**config.mk**
```make
export PLATFORM = sky130hd
export DESIGN_NAME = mttl_ctrl
export DESIGN_NICKNAME = d
export VERILOG_FILES = /design/src/rtl/core/mttl_pkg.sv /design/src/rtl/core/mttl_ctrl.sv
export SDC_FILE = /design/constraint.sdc
export NUM_CORES = 1
export LEC_CHECK = 0
export BUFFER_PORTS_ARGS = -buffer_cell sky130_fd_sc_hd__clkbuf_2
export CAP_MARGIN = 5
export CORE_AREA = 3 3 40 42
export DETAILED_ROUTE_END_ITERATION = 8
export DIE_AREA = 0 0 43 45
export PLACE_DENSITY = 0.74
export SYNTH_ARGS = -nofsm -noshare
export SYNTH_HDL_FRONTEND = slang
export SYNTH_SLANG_ARGS = --single-unit
```
**constraint.sdc**
```tcl
create_clock -name clk -period 2.35 [get_ports clk]
set_input_delay 0.3525 -clock clk [delete_from_list [all_inputs] [get_ports clk]]
set_output_delay 0.3525 -clock clk [all_outputs]
set_load 0.01 [all_outputs]
```
**src/rtl/core/mttl_pkg.sv**
```systemverilog
// Package of shared types, constants and datapath command codes for the rate limiter.
`timescale 1ns / 1ps
package mttl_pkg;

    localparam int DefNumClients    = 4;
    localparam int DefNumPriorities = 4;
    localparam int DefQueueDepth    = 4;
    localparam int MaxResults       = 64;
    localparam int ResCntW          = $clog2(MaxResults + 1);

    localparam int BytesW  = 32;
    localparam int TagW    = 8;
    localparam int PeriodW = 24;
    localparam int CfgIdxW = 3;
    localparam int CfgW    = 32;
    localparam int NumBurstRegs = 4;

    localparam logic [CfgIdxW-1:0] REG_PERIOD = 3'd0;
    localparam logic [CfgIdxW-1:0] REG_BURST0 = 3'd1;
    localparam logic [CfgIdxW-1:0] REG_BURST1 = 3'd2;
    localparam logic [CfgIdxW-1:0] REG_BURST2 = 3'd3;
    localparam logic [CfgIdxW-1:0] REG_BURST3 = 3'd4;

    localparam logic [PeriodW-1:0] PERIOD_RESET = 24'd100000;
    localparam logic [BytesW-1:0]  BURST_RESET  = 32'd65536;

    localparam logic [1:0] EV_GRANT   = 2'd0;
    localparam logic [1:0] EV_QUEUED  = 2'd1;
    localparam logic [1:0] EV_REFILL  = 2'd2;
    localparam logic [1:0] EV_DROPPED = 2'd3;

    localparam logic ACT_REQUEST = 1'b0;
    localparam logic ACT_TICK    = 1'b1;

    localparam int OpW = 4;
    localparam logic [OpW-1:0] OP_NONE      = 4'd0;
    localparam logic [OpW-1:0] OP_LOAD      = 4'd1;
    localparam logic [OpW-1:0] OP_CLAMP     = 4'd2;
    localparam logic [OpW-1:0] OP_TAKE      = 4'd3;
    localparam logic [OpW-1:0] OP_DECIDE    = 4'd4;
    localparam logic [OpW-1:0] OP_TICK_DEC  = 4'd5;
    localparam logic [OpW-1:0] OP_NEXT_CLI  = 4'd6;
    localparam logic [OpW-1:0] OP_REF_START = 4'd7;
    localparam logic [OpW-1:0] OP_REF_READ  = 4'd8;
    localparam logic [OpW-1:0] OP_GRANT     = 4'd9;
    localparam logic [OpW-1:0] OP_NEXT_PRIO = 4'd10;
    localparam logic [OpW-1:0] OP_FLUSH     = 4'd11;

    typedef struct packed {
        logic [OpW-1:0] op;
    } mttl_cmd_t;

    typedef struct packed {
        logic is_tick;
        logic client_ok;
        logic emit_ok;
        logic flush_ok;
        logic go_refill;
        logic refill_due;
        logic client_last;
        logic head_go;
        logic tok_lt_head;
        logic prio_zero;
    } mttl_status_t;

    typedef struct packed {
        logic [1:0]        event_kind;
        logic [TagW-1:0]   tag;
        logic [1:0]        client_out;
        logic [1:0]        priority_out;
        logic [BytesW-1:0] bytes_out;
        logic              last;
    } mttl_result_t;

endpackage

```
**src/rtl/core/mttl_ctrl.sv**
```systemverilog
// Controller state machine of the rate limiter.
`timescale 1ns / 1ps
module mttl_ctrl
    import mttl_pkg::*;
(
    input  logic         clk,
    input  logic         rst_n,
    input  logic         in_valid,
    input  logic         in_action,
    output logic         in_ready,
    input  mttl_status_t st,
    output mttl_cmd_t    cmd
);

    localparam logic [3:0] S_IDLE   = 4'd0;
    localparam logic [3:0] S_CLAMP  = 4'd1;
    localparam logic [3:0] S_TAKE   = 4'd2;
    localparam logic [3:0] S_DECIDE = 4'd3;
    localparam logic [3:0] S_TDEC   = 4'd4;
    localparam logic [3:0] S_TTEST  = 4'd5;
    localparam logic [3:0] S_RSTART = 4'd6;
    localparam logic [3:0] S_RHEAD  = 4'd7;
    localparam logic [3:0] S_RCHECK = 4'd8;
    localparam logic [3:0] S_FLUSH  = 4'd9;

    logic [3:0] state_reg;
    logic [3:0] state_next;

    assign in_ready = (state_reg == S_IDLE);

    always_comb
    begin
        state_next = state_reg;
        cmd.op     = OP_NONE;
        case (state_reg)
            S_IDLE:
            begin
                if (in_valid)
                begin
                    cmd.op     = OP_LOAD;
                    state_next = (in_action == ACT_TICK) ? S_TDEC : S_CLAMP;
                end
            end
            S_CLAMP:
            begin
                if (!st.client_ok)
                begin
                    state_next = S_IDLE;
                end
                else
                begin
                    cmd.op     = OP_CLAMP;
                    state_next = S_TAKE;
                end
            end
            S_TAKE:
            begin
                cmd.op     = OP_TAKE;
                state_next = S_DECIDE;
            end
            S_DECIDE:
            begin
                if (st.emit_ok)
                begin
                    cmd.op     = OP_DECIDE;
                    state_next = st.go_refill ? S_RSTART : S_FLUSH;
                end
            end
            S_TDEC:
            begin
                cmd.op     = OP_TICK_DEC;
                state_next = S_TTEST;
            end
            S_TTEST:
            begin
                if (st.refill_due)
                begin
                    state_next = S_RSTART;
                end
                else if (st.client_last)
                begin
                    state_next = S_FLUSH;
                end
                else
                begin
                    cmd.op     = OP_NEXT_CLI;
                    state_next = S_TDEC;
                end
            end
            S_RSTART:
            begin
                cmd.op     = OP_REF_START;
                state_next = S_RHEAD;
            end
            S_RHEAD, S_RCHECK:
            begin
                if (state_reg == S_RHEAD && st.head_go)
                begin
                    cmd.op     = OP_REF_READ;
                    state_next = S_RCHECK;
                end
                else if (state_reg == S_RCHECK && !st.tok_lt_head)
                begin
                    if (st.emit_ok)
                    begin
                        cmd.op     = OP_GRANT;
                        state_next = S_RHEAD;
                    end
                end
                else if (!st.prio_zero)
                begin
                    cmd.op     = OP_NEXT_PRIO;
                    state_next = S_RHEAD;
                end
                else if (st.is_tick && !st.client_last)
                begin
                    // This client's refill is over; the tick moves on to the next one.
                    cmd.op     = OP_NEXT_CLI;
                    state_next = S_TDEC;
                end
                else
                begin
                    state_next = S_FLUSH;
                end
            end
            S_FLUSH:
            begin
                if (st.flush_ok)
                begin
                    cmd.op     = OP_FLUSH;
                    state_next = S_IDLE;
                end
            end
            default:
            begin
                state_next = S_IDLE;
            end
        endcase
    end

    always_ff @(posedge clk or negedge rst_n)
    begin
        if (!rst_n)
        begin
            state_reg <= S_IDLE;
        end
        else
        begin
            state_reg <= state_next;
        end
    end

endmodule

```
==> results of run 1 <==
through the flow:
step	area, um2	power, mW
final	731	0.849
after global routing	731	0.929
after CTS	731	0.846
after detailed placement	698	0.761
after global placement	698	0.760
after floorplan	627	0.656
path summary, 6_finish.rpt:
path,from,to,slack [ns],cells after the start
min in group clk,in_action,state_reg[0],0.51,4
max in group asynchronous,rst_n,state_reg[3],1.77,2
min,rst_n,state_reg[2],0.46,2
max reg2reg,state_reg[1],state_reg[0],0.60,5
min reg2reg,state_reg[0],state_reg[0],0.67,2
max,state_reg[1],cmd[1],0.15,6
power by group through the flow:
stage / clock network, mW / logic, mW / registers, mW
detailed placement: 0 / 0.529 / 0.232
floorplan: 0 / 0.533 / 0.123
global placement: 0 / 0.529 / 0.231
global route: 0.0895 / 0.595 / 0.245
CTS: 0.0823 / 0.533 / 0.231
finish: 0.0815 / 0.534 / 0.233
what timing repair did:
item | in CTS | in global routing
endpoints found under the hold margin | 4 | 0
setup endpoints to repair | 0 | 0
hold buffers | 1 | 0
area by class of cell:
type | count | area share
timing repair buffer | 21 | 0.158
inverter | 5 | 0.0257
clock buffer | 3 | 0.0308
multi-input combinational | 71 | 0.623
tap | 15 | 0.0257
sequential | 4 | 0.137
metal layers:
layer  vias to the layer above  global-route usage  wire [um]
met5                         -                   0          0
met3                         2              0.0239        125
met1                       315               0.223        697
li1                        353                   -          -
met4                         0              0.0542         14
met2                        34               0.284        702
synthesized netlist by cell type, types with 2 or more instances:
| cell type | number |
|---|---|
| dfrtp_1 | 4 |
| nand2_1 | 12 |
| buf_6 | 2 |
| inv_1 | 5 |
| o31ai_1 | 2 |
| nor2_1 | 6 |
| nand3b_1 | 2 |
| o21ai_1 | 9 |
| nand3_1 | 2 |
| nand4_1 | 2 |
| a21oi_1 | 6 |
| buf_2 | 3 |
| a22oi_1 | 2 |
| buf_4 | 2 |
| o21ai_0 | 6 |
| nor3_1 | 2 |
| and3b_1 | 2 |
cell families after synthesis:
group / count (synthesis) / share of synthesized area
AND/OR/NAND/NOR: 38 / 0.393
AO/OA/AOI/OAI: 33 / 0.333
buffers and inverters: 12 / 0.114
flip-flops: 4 / 0.160
==> results.cfg, run 1 <==
[grt]
grt_pass1_wl_mm = 2.56
grt_pass1_vias = 613
grt.total_usage = 0.168
grt-ovfl-total = 0
antenna_found_initial = 0
grt_max_degree = 19

[clock_network]
cts-htree-levels = 1
cts_root_buf = clkbuf_4
clk_path_buf_depth = 2
clock-sinks = 4
clk_latency_ns = 0.23
cts_buffers = 3
cts.clk_slew.worst_paths_ns = 0.04
cts_resized = 0
cts_tree = built
cts_setup_buffers = 0

[route]
wl_mm = 1.54
num_vias = 704
ant_nets = 0
first_pass_iters = 4
post_drt_wl_per_cell_um = 12.9
drtIter0Drc = 20
drc_errors = 0
via_per_inst = 5.92

[critical_path]
arrival_ns = 1.84
cp_top_family = flip-flops
critPathRequiredTime_ns = 2.00
path_cells = nor2_2 > nand3_1 > o21ai_4 > a32oi_1 > o21ai_1 > clkbuf_2
critical_path_class = reg -> out
slowest_delay_ns = 0.76
endpoint_kind = primary output
critPathBufInv = 1
cp_slowest_cell = dfrtp_1
crit_fanout = 18
startpoint_type = flip-flop

[yosys]
synth-seq-area-share = 0.160
yosysUniqueCellTypes = 35
yosys_register_bits = 4
async_flop_share = 1.00
synth_warnings = 0
synthFlopType = dfrtp_1
syn_area_um2 = 627
syn_inst = 87
postSynthAreaPerCell_um2 = 7.21
synth_fp_nets = 101
yosysTopAreaCellShare = 0.160
yosys.area.top_type = dfrtp_1
synth_edf_count = 0
synthTopCellsByArea = dfrtp_1 16%, o21ai_1 7.2%, nand2_1 7.2%, a21oi_1 4.8%, o21ai_0 4.8%

[power]
p_comb_frac = 0.629
power.switching_mw = 0.440
swShare = 0.518
power_density_nw_per_um2 = 1160
p_leak_nw = 0.318
ir_drop_mv = 0.523
internal_power_mw = 0.409
power_frac_seq = 0.275
power_frac_clock = 0.096

[die]
dieArea_um2 = 1940
num_rows = 13
fp.dieH_um = 45
fp.coreArea_um2 = 1280
die_w_um = 43
start_util = 0.488
ioPinCount = 19

[run]
drv_cap = 0

[timing]
fin_setup_tns_ns = 0
clock_skew_ns = 0.00314
worst_slack_ns = 0.153
finalCriticalPeriod_ns = 2.20
worst_slew_pin_slew_ns = 0.668
final_max_slew_viol_count = 0
rsz0062_at_grt = false
max_slew_margin = 0.555
fin_crit_sh = 0.935
hold_viol_final = 0
whs_ns = 0.456
max_freq_ghz = 0.455
final-setup-viol-count = 0

[finish]
fin_util = 0.569
syn_to_final_growth_pct = 16.6
diodes = 0
register_area_um2 = 100
final_cells = 119
multi_input_area_um2 = 455
final_common_cell = clkbuf_2
nets = 120
fill_cells = 130
mostFrequentLayoutCells = 18 x clkbuf_2, 12 x nand2_1, 9 x o21ai_1
layout-drive-gt1-share = 0.288
largest_register_ffs = 4

[placement]
portBuffers = 18
hpwl_mm = 1.19
dp_cells = 115
place_worst_setup_slack_ns = 0.411
place_congestion = 0.792

[outcome]
status = complete, no violations

[worst_hold_path]
holdCritPathClass = in -> async
No activity file was read; power rests on OpenSTA's default activity.
==> run 2: changes to the inputs <==
--- a/config.mk
+++ b/config.mk
@@ -10,7 +10,7 @@
 export CORE_AREA = 3 3 40 42
 export DETAILED_ROUTE_END_ITERATION = 8
 export DIE_AREA = 0 0 43 45
-export PLACE_DENSITY = 0.74
+export PLACE_DENSITY = 0.75
 export SYNTH_ARGS = -nofsm -noshare
 export SYNTH_HDL_FRONTEND = slang
 export SYNTH_SLANG_ARGS = --single-unit
==> run 2 against run 1 <==
Sequential share of layout area did not move; global-route usage rose by 1.1 points; clock power rose by 8.3%; clock-buffer cell count did not move; largest power group unchanged; final area did not move.
==> results.cfg, run 2 (synthesis results as in run 1) <==
[outcome]
status = complete, no violations

[die]
die_w_um = 43
fp.coreArea_um2 = 1280
num_rows = 13
dieArea_um2 = 1940
ioPinCount = 19
start_util = 0.488
fp.dieH_um = 45

[critical_path]
startpoint_type = flip-flop
critPathRequiredTime_ns = 2.00
startpoint = state_reg[0]
critical_path_class = reg -> out
reg2reg_depth = 6
arrival_ns = 1.85
endpoint_kind = primary output
r2r-start = state_reg[1]
crit_fanout = 15

[route]
first_pass_iters = 4
post_drt_wl_per_cell_um = 13.8
num_vias = 724
via_per_inst = 6.08
drtIter0Drc = 21
ant_nets = 0
wl_mm = 1.64
drc_errors = 0

[clock_network]
clk_latency_ns = 0.24
cts.clk_slew.worst_paths_ns = 0.04
cts_root_buf = clkbuf_4
cts_tree = built
cts_buffers = 3
clk_path_buf_depth = 2
cts-htree-levels = 1
clock-sinks = 4

[finish]
layout-drive-gt1-share = 0.288
final_common_cell = clkbuf_2
diodes = 0
mostFrequentLayoutCells = 18 x clkbuf_2, 12 x nand2_1, 9 x o21ai_1
fill_cells = 134
syn_to_final_growth_pct = 16.6
register_area_um2 = 100
nets = 120
largest_register_ffs = 4
multi_input_area_um2 = 455

[timing]
hold_viol_final = 0
final-setup-viol-count = 0
finalCriticalPeriod_ns = 2.20
fin_crit_sh = 0.938
clock_skew_ns = 0.00677
rsz0062_at_grt = false
max_freq_ghz = 0.454
final_max_slew_viol_count = 0
fin_setup_tns_ns = 0
worst_slew_pin_slew_ns = 0.678
max_slew_margin = 0.548

[power]
power_density_nw_per_um2 = 1180
ir_drop_mv = 0.545
p_leak_nw = 0.318
total_power_mw = 0.861

[grt]
grt_max_degree = 19
grt_util_met2 = 0.287
grt_pass1_wl_mm = 2.70
grt.total_usage = 0.179
grt_use_met1 = 0.245
top_usage_layer = met2
grt_pass1_vias = 633
antenna_found_initial = 0
use_met3 = 0.0279
grt-ovfl-total = 0

[run]
drv_cap = 0

[placement]
hpwl_mm = 1.26
place_congestion = 0.927
portBuffers = 18

[worst_hold_path]
holdCritPathClass = in -> async
## run 2: cell counts in the layout (fill, tap and decap cells not counted)
No cell type changed its count.
## run 2: final timing paths
check / slack (ns) / to
worst max-delay path: 0.15 / cmd[2]
worst min-delay path: 0.45 / state_reg[1]
worst max register to register: 0.57 / state_reg[0]
worst min register to register: 0.68 / state_reg[3]
max in group asynchronous: 1.77 / state_reg[3]
min in group clk: 0.51 / state_reg[0]
## run 2: timing repair
| item | in CTS | in global routing |
|---|---|---|
| setup buffers | 0 | 0 |
| endpoints found under the hold margin | 4 | 0 |
| hold buffers | 1 | 0 |
| gates resized for setup | 0 | 0 |
## run 2: layout make-up
type | instances | share of cell area
Clock buffer | 3 | 0.0308
Sequential cell | 4 | 0.137
Inverter | 5 | 0.0257
Tap cell | 15 | 0.0257
Timing Repair Buffer | 21 | 0.158
Multi-Input combinational cell | 71 | 0.623
## run 2: per-layer routing
metal	wire [um]	vias up
met2	773	36
li1	-	355
met3	133	0
met5	0	-
met1	737	333
met4	0	0
## run 2: critical path: stages (launching register included)
cell	delay [ns]
dfrtp_1	0.67
and2b_4	0.27
nand3_4	0.10
o21ai_4	0.20
inv_1	0.06
o22ai_1	0.16
clkbuf_2	0.15
## run 2: where the power goes
group,leakage (nW),switching (mW),total [mW],internal [mW]
Sequential,0.0512,0.142,0.242,0.100
Combinational,0.253,0.281,0.531,0.250
Clock,0.0138,0.0310,0.0883,0.0573
## run 2: stage by stage
stage,instance area [um2],setup slack (ns),std cells,hold WS (ns),utilization
after CTS,731,0.161,119,0.445,0.569
after global placement,698,0.398,115,0.159,0.543
after global routing,731,0.0324,119,0.467,0.569
after floorplan,627,0.729,87,0.0569,-
final,731,0.145,119,0.447,0.569
after detailed placement,698,0.417,115,0.161,0.543
